[config.mk]
export PLATFORM = sky130hd
export DESIGN_NAME = escape_sequence_decoder_core
export DESIGN_NICKNAME = d
export VERILOG_FILES = /design/src/design/esd_pkg.sv /design/src/design/esd_in_stage.sv /design/src/design/esd_decode.sv /design/src/design/escape_sequence_decoder_core.sv
export SDC_FILE = /design/constraint.sdc
export NUM_CORES = 1
export LEC_CHECK = 0
export BUFFER_PORTS_ARGS = -buffer_cell sky130_fd_sc_hd__buf_2
export CAP_MARGIN = 0
export CORE_MARGIN = 5
export CORE_UTILIZATION = 55
export CTS_CLUSTER_DIAMETER = 50
export DETAILED_ROUTE_END_ITERATION = 16
export PLACE_DENSITY = 0.74
export SETUP_SLACK_MARGIN = 0.2
export SYNTH_ARGS = -nofsm -noshare
export SYNTH_HDL_FRONTEND = slang
export SYNTH_SLANG_ARGS = --single-unit
[constraint.sdc]
create_clock -name clock -period 6.1 [get_ports clock]
set_clock_uncertainty 0.2 [all_clocks]
set_input_delay 0.915 -clock clock [delete_from_list [all_inputs] [get_ports clock]]
set_output_delay 0.915 -clock clock [all_outputs]
set_load 0.005 [all_outputs]
[src/design/esd_pkg.sv]
// Shared types, character codes and status codes for the escape sequence decoder.
// No dependencies; imported by every module of the block.
`timescale 1ns / 1ps

package esd_pkg;

   // Character codes
   localparam logic [7:0] CH_BACKSLASH = 8'h5C;
   localparam logic [7:0] CH_N         = 8'h6E;
   localparam logic [7:0] CH_X         = 8'h78;
   localparam logic [7:0] CH_NEWLINE   = 8'h0A;

   // Status reported on the transaction that closes a string
   typedef enum logic [1:0] {
      ST_OK      = 2'd0,
      ST_UNKNOWN = 2'd1,
      ST_BADHEX  = 2'd2,
      ST_CUT     = 2'd3
   } esd_status_type;

   // One raw input byte
   typedef struct packed {
      logic [7:0] in_byte;
      logic       string_last;
   } esd_item_type;

   // One decoded result
   typedef struct packed {
      logic [7:0]     out_byte;
      logic           byte_valid;
      logic           string_end;
      esd_status_type status;
   } esd_result_type;

   // Hex digit value: bit 4 set when the character is a hex digit
   function automatic logic [4:0] hex_value(input logic [7:0] c);
      logic [4:0] res;
      res = 5'd0;
      if (c >= 8'h30 && c <= 8'h39) begin
         res = {1'b1, 4'(c - 8'h30)};
      end else if (c >= 8'h41 && c <= 8'h46) begin
         res = {1'b1, 4'(c - 8'h41 + 8'd10)};
      end else if (c >= 8'h61 && c <= 8'h66) begin
         res = {1'b1, 4'(c - 8'h61 + 8'd10)};
      end
      return res;
   endfunction

endpackage

[src/design/esd_in_stage.sv]
// Input register stage of the escape sequence decoder.
// Depends on esd_pkg for the item type.
`timescale 1ns / 1ps

module esd_in_stage
   import esd_pkg::*;
(
   input  logic         clock,
   input  logic         reset,
   input  logic         req_valid,
   output logic         req_ready,
   input  esd_item_type req_item,
   output logic         item_valid,
   input  logic         item_take,
   output esd_item_type item
);

   logic         valid_ff, valid_in;
   esd_item_type item_ff;

   // Accept when empty or when the held transaction leaves this cycle
   assign req_ready = !valid_ff || item_take;

   always_comb begin
      valid_in = valid_ff;
      if (req_ready) begin
         valid_in = req_valid;
      end
   end

   always_ff @(posedge clock) begin
      if (reset) begin
         valid_ff <= 1'b0;
      end else begin
         valid_ff <= valid_in;
      end
   end

   // Load payload on accept
   always_ff @(posedge clock) begin
      if (req_valid && req_ready) begin
         item_ff <= req_item;
      end
   end

   assign item_valid = valid_ff;
   assign item       = item_ff;

endmodule

[src/design/esd_decode.sv]
// Decode state and result register of the escape sequence decoder.
// Depends on esd_pkg for types, character codes and hex_value.
`timescale 1ns / 1ps

module esd_decode
   import esd_pkg::*;
(
   input  logic           clock,
   input  logic           reset,
   input  logic           item_valid,
   output logic           item_take,
   input  esd_item_type   item,
   output logic           rsp_valid,
   input  logic           rsp_ready,
   output esd_result_type result
);

   typedef enum logic [2:0] {
      MODE_NORMAL = 3'd0,
      MODE_ESC    = 3'd1,
      MODE_HEX1   = 3'd2,
      MODE_HEX2   = 3'd3,
      MODE_DROP   = 3'd4
   } mode_type;

   mode_type       mode_ff, mode_in;
   logic [3:0]     nibble_ff, nibble_in;
   esd_status_type error_ff, error_in;
   logic           rsp_valid_ff, rsp_valid_in;
   esd_result_type result_ff, step_result;
   logic           emit;
   logic [4:0]     hex;
   logic [7:0]     c;
   logic           last;

   assign c    = item.in_byte;
   assign last = item.string_last;
   assign hex  = hex_value(c);

   // Take the held transaction when the result slot is free or draining
   assign item_take = item_valid && (!rsp_valid_ff || rsp_ready);

   // Decode one byte against the current mode
   always_comb begin
      mode_in     = mode_ff;
      nibble_in   = nibble_ff;
      error_in    = error_ff;
      emit        = 1'b0;
      step_result = '{out_byte: 8'd0, byte_valid: 1'b0, string_end: last, status: ST_OK};
      case (mode_ff)
         MODE_ESC: begin
            if (c == CH_N) begin
               mode_in                = MODE_NORMAL;
               emit                   = 1'b1;
               step_result.out_byte   = CH_NEWLINE;
               step_result.byte_valid = 1'b1;
            end else if (c == CH_X) begin
               if (last) begin
                  emit               = 1'b1;
                  step_result.status = ST_CUT;
               end else begin
                  mode_in = MODE_HEX1;
               end
            end else if (last) begin
               emit               = 1'b1;
               step_result.status = ST_UNKNOWN;
            end else begin
               mode_in  = MODE_DROP;
               error_in = ST_UNKNOWN;
            end
         end
         MODE_HEX1: begin
            if (last) begin
               emit               = 1'b1;
               step_result.status = ST_CUT;
            end else if (!hex[4]) begin
               mode_in  = MODE_DROP;
               error_in = ST_BADHEX;
            end else begin
               nibble_in = hex[3:0];
               mode_in   = MODE_HEX2;
            end
         end
         MODE_HEX2: begin
            if (!hex[4]) begin
               if (last) begin
                  emit               = 1'b1;
                  step_result.status = ST_BADHEX;
               end else begin
                  mode_in  = MODE_DROP;
                  error_in = ST_BADHEX;
               end
            end else begin
               mode_in                = MODE_NORMAL;
               emit                   = 1'b1;
               step_result.out_byte   = {nibble_ff, hex[3:0]};
               step_result.byte_valid = 1'b1;
            end
         end
         MODE_DROP: begin
            if (last) begin
               emit               = 1'b1;
               step_result.status = error_ff;
            end
         end
         default: begin
            mode_in = MODE_NORMAL;
            if (c == CH_BACKSLASH) begin
               if (last) begin
                  emit               = 1'b1;
                  step_result.status = ST_CUT;
               end else begin
                  mode_in = MODE_ESC;
               end
            end else begin
               emit                   = 1'b1;
               step_result.out_byte   = c;
               step_result.byte_valid = 1'b1;
            end
         end
      endcase
      // Return to reset values after every string end
      if (last) begin
         mode_in   = MODE_NORMAL;
         nibble_in = 4'd0;
         error_in  = ST_OK;
      end
   end

   // Result slot occupancy
   always_comb begin
      rsp_valid_in = rsp_valid_ff;
      if (rsp_ready) begin
         rsp_valid_in = 1'b0;
      end
      if (item_take && emit) begin
         rsp_valid_in = 1'b1;
      end
   end

   // Hold decode state and result slot
   always_ff @(posedge clock) begin
      if (reset) begin
         mode_ff      <= MODE_NORMAL;
         nibble_ff    <= 4'd0;
         error_ff     <= ST_OK;
         rsp_valid_ff <= 1'b0;
      end else begin
         rsp_valid_ff <= rsp_valid_in;
         if (item_take) begin
            mode_ff   <= mode_in;
            nibble_ff <= nibble_in;
            error_ff  <= error_in;
         end
      end
   end

   // Load result payload
   always_ff @(posedge clock) begin
      if (item_take && emit) begin
         result_ff <= step_result;
      end
   end

   assign rsp_valid = rsp_valid_ff;
   assign result    = result_ff;

endmodule

[src/design/escape_sequence_decoder_core.sv]
// Top level of the escape sequence decoder: input stage plus decode stage.
// Depends on esd_pkg, esd_in_stage and esd_decode.
`timescale 1ns / 1ps

// Escape sequence decoder.
// The req channel takes one raw byte per transaction, with req_string_last
// set on the final byte of each string. The rsp channel returns zero or one
// decoded result per input byte: plain bytes pass through, backslash-n gives
// a newline, backslash-x with two hex digits gives one byte. An error makes
// the block drop bytes until the string end, where one result with
// rsp_byte_valid low reports the status; the closing result of every string
// carries rsp_string_end.
// Path: an accepted byte is loaded into the input register, and the decode
// logic fills the result register from it once the result slot is free.
// Throughput: one byte per cycle while results drain; the mode, nibble and
// error registers update in the same cycle that a byte is decoded.
// Reset: synchronous, active high; empties both stages and returns the
// decode state to normal mode.
// Stall: while rsp_ready is low the result is held; one more byte waits in
// the input register, then req_ready drops until the result is taken.
module escape_sequence_decoder_core
   import esd_pkg::*;
(
   input  logic       clock,
   input  logic       reset,
   input  logic       req_valid,
   output logic       req_ready,
   input  logic [7:0] req_in_byte,
   input  logic       req_string_last,
   output logic       rsp_valid,
   input  logic       rsp_ready,
   output logic [7:0] rsp_out_byte,
   output logic       rsp_byte_valid,
   output logic       rsp_string_end,
   output logic [1:0] rsp_status
);

   esd_item_type   req_item;
   esd_item_type   item;
   logic           item_valid;
   logic           item_take;
   esd_result_type result;

   assign req_item = '{in_byte: req_in_byte, string_last: req_string_last};

   esd_in_stage u_in_stage (
      .clock      (clock),
      .reset      (reset),
      .req_valid  (req_valid),
      .req_ready  (req_ready),
      .req_item   (req_item),
      .item_valid (item_valid),
      .item_take  (item_take),
      .item       (item)
   );

   esd_decode u_decode (
      .clock      (clock),
      .reset      (reset),
      .item_valid (item_valid),
      .item_take  (item_take),
      .item       (item),
      .rsp_valid  (rsp_valid),
      .rsp_ready  (rsp_ready),
      .result     (result)
   );

   assign rsp_out_byte   = result.out_byte;
   assign rsp_byte_valid = result.byte_valid;
   assign rsp_string_end = result.string_end;
   assign rsp_status     = result.status;

endmodule

# == Word level (Yosys, flattened, before mapping) ==
# Cells that the tools add are included.
# word_totals
memories,0
reg_bits,32
rom_bits,0
out_inout_bits,14
latchBits,0
ram_bits,0
# op_classes
multipliers,0
reduce_logical,19
n_eq_ne,11
order_cmp,6
shift,0
n_bitwise,0
mux,38
n_div,0
add_sub_neg,5
# op_table
op,count
$pmux W9 S3,1
$eq A8 B7 Y1 const B,3
$mux W2,11
$mux W5,4
$mux W9,2
$ge A8 B7 Y1 const B,2
$le A8 B7 Y1 const B,2
$mux W3,5
$mux W4,3
$pmux W3 S4,1
$sub A4 B1 Y4 const B,3
$ne A3 B3 Y1 const B,3
$add A4 B4 Y4 const B,2
$ge A8 B6 Y1 const B,1
$le A8 B6 Y1 const B,1
$mux W1,8
$pmux W2 S4,1
$eq A3 B2 Y1 const B,2
$logic_and A1 B1 Y1,6
$reduce_bool A2 Y1,3
$reduce_and A5 Y1,1
$pmux W2 S2,1
$reduce_or A2 Y1,2
$eq A3 B1 Y1 const B,1
other kinds (8),10

# == Longest topological paths before layout ==
# depth
depth_word,9
ltp_mapped,8

# == Modules after synthesis ==
# A second synthesis with hierarchy kept.
# hier_totals
cells_unflattened,150
area_unflattened_um2,1671.6
# by_module_without_submodules
module,cells_each,area_per_inst_um2,n_inst
esd_decode,136,1346.3,1
esd_in_stage,14,325.3,1

# == Worst setup path after synthesis ==
# Ideal clock, no wire load.
# synth_path
path_type,reg-to-reg
start,reg u_in_stage.item_ff (netlist bit u_in_stage.item[1])
end,"reg u_decode.result_ff (netlist bit u_decode.result[0]), enable pin"
setup_time_ns,0.385
path_stages_with_launch,8
path_buffers,0
t_required_ns,5.515
slack_ns,3.376
period_less_slack_ns,2.724
arrival_ns,2.139
cell_sequence,edfxtp_1 -> inv_1 -> ha_1 -> o21bai_1 -> a21o_1 -> a21oi_2 -> nor3_2 -> a21oi_1
# synth_via
elab_chain_len,8
# synth_rtl
element,line,rtl
from (decl),esd_in_stage.sv:19,esd_item_type item_ff;
from (signal assigned),esd_in_stage.sv:42,item_ff <= req_item;
$ge A8 B7 Y1 / $le A8 B7 Y1 (equally long branches),esd_pkg.sv:43,end else if (c >= 8'h61 && c <= 8'h66) begin
$logic_and A1 B1 Y1,esd_pkg.sv:43,
$mux W5,esd_pkg.sv:43,
$mux W5,esd_pkg.sv:41,end else if (c >= 8'h41 && c <= 8'h46) begin
$mux W5,esd_pkg.sv:39,if (c >= 8'h30 && c <= 8'h39) begin
$mux W1,esd_decode.sv:85,if (!hex[4]) begin
$pmux W1 S3 *,esd_decode.sv:50,case (mode_ff)
$logic_and A1 B1 Y1 *,esd_decode.sv:160,if (item_take && emit) begin
to (signal assigned),esd_decode.sv:161,result_ff <= step_result;
to (decl),esd_decode.sv:30,"esd_result_type result_ff, step_result;"
# Every way passes the cells marked *; elsewhere a longest branch is shown, timed or not.
# A chain may end at the register's enable or synchronous reset.

# == Final worst setup path ==
# layout_path
start,reg u_in_stage.item_ff (netlist bit u_in_stage.item[1])
end,"reg u_decode.result_ff (netlist bit u_decode.result[10]), enable pin"
# Same word-level chain as after synthesis.

==> impl_metrics.yaml <==
critical_path:
  crit_required_ps: 5860
  setup.worst_path.end_class: "flip-flop"
  crit_arrival_ps: 2840
  crit_type: "flip-flop to flip-flop"
  cp-start-kind: "flip-flop"
  cp-startpoint: "u_in_stage.item[1]$_DFFE_PP_"
  reg2reg_from: "u_in_stage.item[1]$_DFFE_PP_"
  cp_max_fo: 12
routing:
  antenna_left: 0
  vias: 1407
  dr.first_iter.drc_count: 108
  wl_microns: 3760
  routedWlPerCell_microns: 16.5
  drc_errors: 0
  drt_pass1_iterations: 4
  viasPerCell: 6.17
min_path:
  hold_path_class: "flip-flop to flip-flop"
  worstHoldStart: "u_decode.error_ff[0]$_SDFFE_PP0P_"
clocking:
  cts_setup_buffers: 0
  clk_pin_slew_worst_paths_ps: 90
  cts_inserted_buffers: 5
  cts_buffer_depth: 2
  cts-resized-gates: 0
  cts_tree: "built"
  cts_sinks: 32
  cts-htree-levels: 2
  clk_latency_ps: 340
  hold_buffers: 0
  cts-root-buf: "clkbuf_4"
power_and_ir_drop:
  power_leakage_nw: 0.704
  powerDensity_mw_per_mm2: 205
  total_power_mw: 0.398
  vdd_ir_drop_max_uv: 131
placement:
  place_inst: 220
  gp_congestion: 0.967
  hpwlAfterDp_microns: 2790
  placed_area_sq_mm: 0.00190
  place_ws_ps: 3050
  io_buffers: 26
yosys:
  synth_area_per_cell_sq_um: 11.1
  synth_top_cell_area_share: 0.356
  postSynthNetCount: 178
  syn-cell-area_sq_mm: 0.00177
  ys.flop_type: "edfxtp_1"
  synth_cells: 160
  yosysUniqueCellTypes: 56
  yosysWarnings: 0
  synth_edf_count: 21
  synth_seq_cells: 32
  synth_area_leaders: "edfxtp_1 (36%), dfxtp_1 (12%), ha_1 (3.5%)"
  async_reset_ff_frac: 0
  yosysSeqAreaShare: 0.480
  yosys.area.top_type: "edfxtp_1"
sta:
  hold_viol: 0
  setup_ws_ps: 3020
  fmax_mhz: 324
  maxSlewHeadroom: 0.325
  final.min_clock_period_ps: 3080
  final.period_utilization: 0.505
  drv_slew: 0
  worstMarginPinSlew_ps: 1010
  setup_viol: 0
  fin_tns_setup_ps: 0
  hold_ws_ps: 322
  rsz0062_at_grt: "no"
layout:
  fill_cells: 253
  final_cell_mix: "buf_2 (26), edfxtp_1 (21), nor2_1 (11), dfxtp_1 (11), a21oi_1 (8)"
  fin_nets: 201
  antennaDiodeCount: 0
  final_cells: 228
  fin_util: 0.632
  fin_area_sq_mm: 0.00195
  drive_gt1_frac: 0.266
  syn2layout_area_growth_pct: 9.82
  final_common_cell: "buf_2"
global_routing:
  antenna_found_initial: 0
  grt_pass1_wl_microns: 6200
  grt_max_degree: 13
  first_global_vias: 1273
  grt.overflow.total: 0
  grt_use_total: 0.190
job:
  cap_violations: 0
floorplanning:
  initial_core_util: 0.576
  pin_count: 27
  die_area_sq_mm: 0.00446
  die_h_microns: 66.8
  coreArea_sq_mm: 0.00308
  rows: 20
  floorplan.die.width_microns: 66.8
outcome:
  status: "finished clean"
metal layers:
layer / part of all wire / vias to the layer above / GRT usage / wire length [microns]
li1: - / 660 / - / -
met1: 0.39 / 641 / 0.236 / 1480
met2: 0.47 / 87 / 0.303 / 1780
met3: 0.11 / 19 / 0.0455 / 395
met4: 0.025 / 0 / 0.102 / 95
met5: 0 / - / 0 / 0
worst paths after layout:
check	endpoint	slack, ps	cells past startpoint
setup / recovery	u_decode.result[10]$_DFFE_PP_	3020	7
hold / removal	u_decode.error_ff[0]$_SDFFE_PP0P_	320	2
setup reg to reg	u_decode.result[10]$_DFFE_PP_	3020	7
hold reg to reg	u_decode.error_ff[0]$_SDFFE_PP0P_	320	2
registers in the layout, indices dropped and copies added (netlist names):
register and cells:
u_decode.error_ff 2, u_decode.mode_ff 3, u_in_stage.item_valid 1, u_decode.rsp_valid 1, u_in_stage.item 9, u_decode.result 12, u_decode.nibble_ff 4
synthesized netlist by cell type, drive strengths merged, types with 2 or more instances:
library cell  number
nor2b              2
nand2b             3
nand2              7
a22o               6
o21ai              8
nor2              13
buf                6
dfxtp             11
o21bai             3
nor3               5
a32oi              4
edfxtp            21
o2bb2ai            2
clkbuf             4
inv                7
a21oi             10
and2               3
and3               5
ha                 5
nor4               2
o311ai             2
a2111oi            3
o31ai              5
nand3              2
cell families (layout without fill, tap and decap cells):
| logic type | after synthesis | count (layout) | share of synthesized area |
|---|---|---|---|
| flip-flops | 32 | 32 | 0.480 |
| XOR/XNOR | 1 | 1 | 0.00494 |
| AO/OA/AOI/OAI | 53 | 53 | 0.233 |
| AND/OR/NAND/NOR | 51 | 51 | 0.191 |
| multiplexers | 1 | 1 | 0.00636 |
| adder cells (fa/ha/maj) | 5 | 5 | 0.0353 |
| buffers and inverters | 17 | 41 | 0.0487 |
critical path: stages, from the launching register on:
cell and delay (ps):
edfxtp_1 480, inv_1 180, ha_1 210, o21bai_1 160, a21o_1 260, a21oi_2 290, nor3_2 100, a21oi_1 810
report_power, final:
part	total, mW	switching (mW)	internal [mW]
clock	0.110	0.0661	0.0442
sequential	0.250	0.00938	0.241
combinational	0.0377	0.0213	0.0164
area by class of cell:
class,instances,area (sq um),area share
clock buffers,7,45.0,0.0232
clock inverters,1,3.75,0.00193
inverters,7,26.3,0.0135
multi-input cells,111,835,0.429
flip-flops and latches,32,851,0.437
well taps,44,55.1,0.0283
repair buffers,26,130,0.0669
Power figures use the tool's default switching activity.
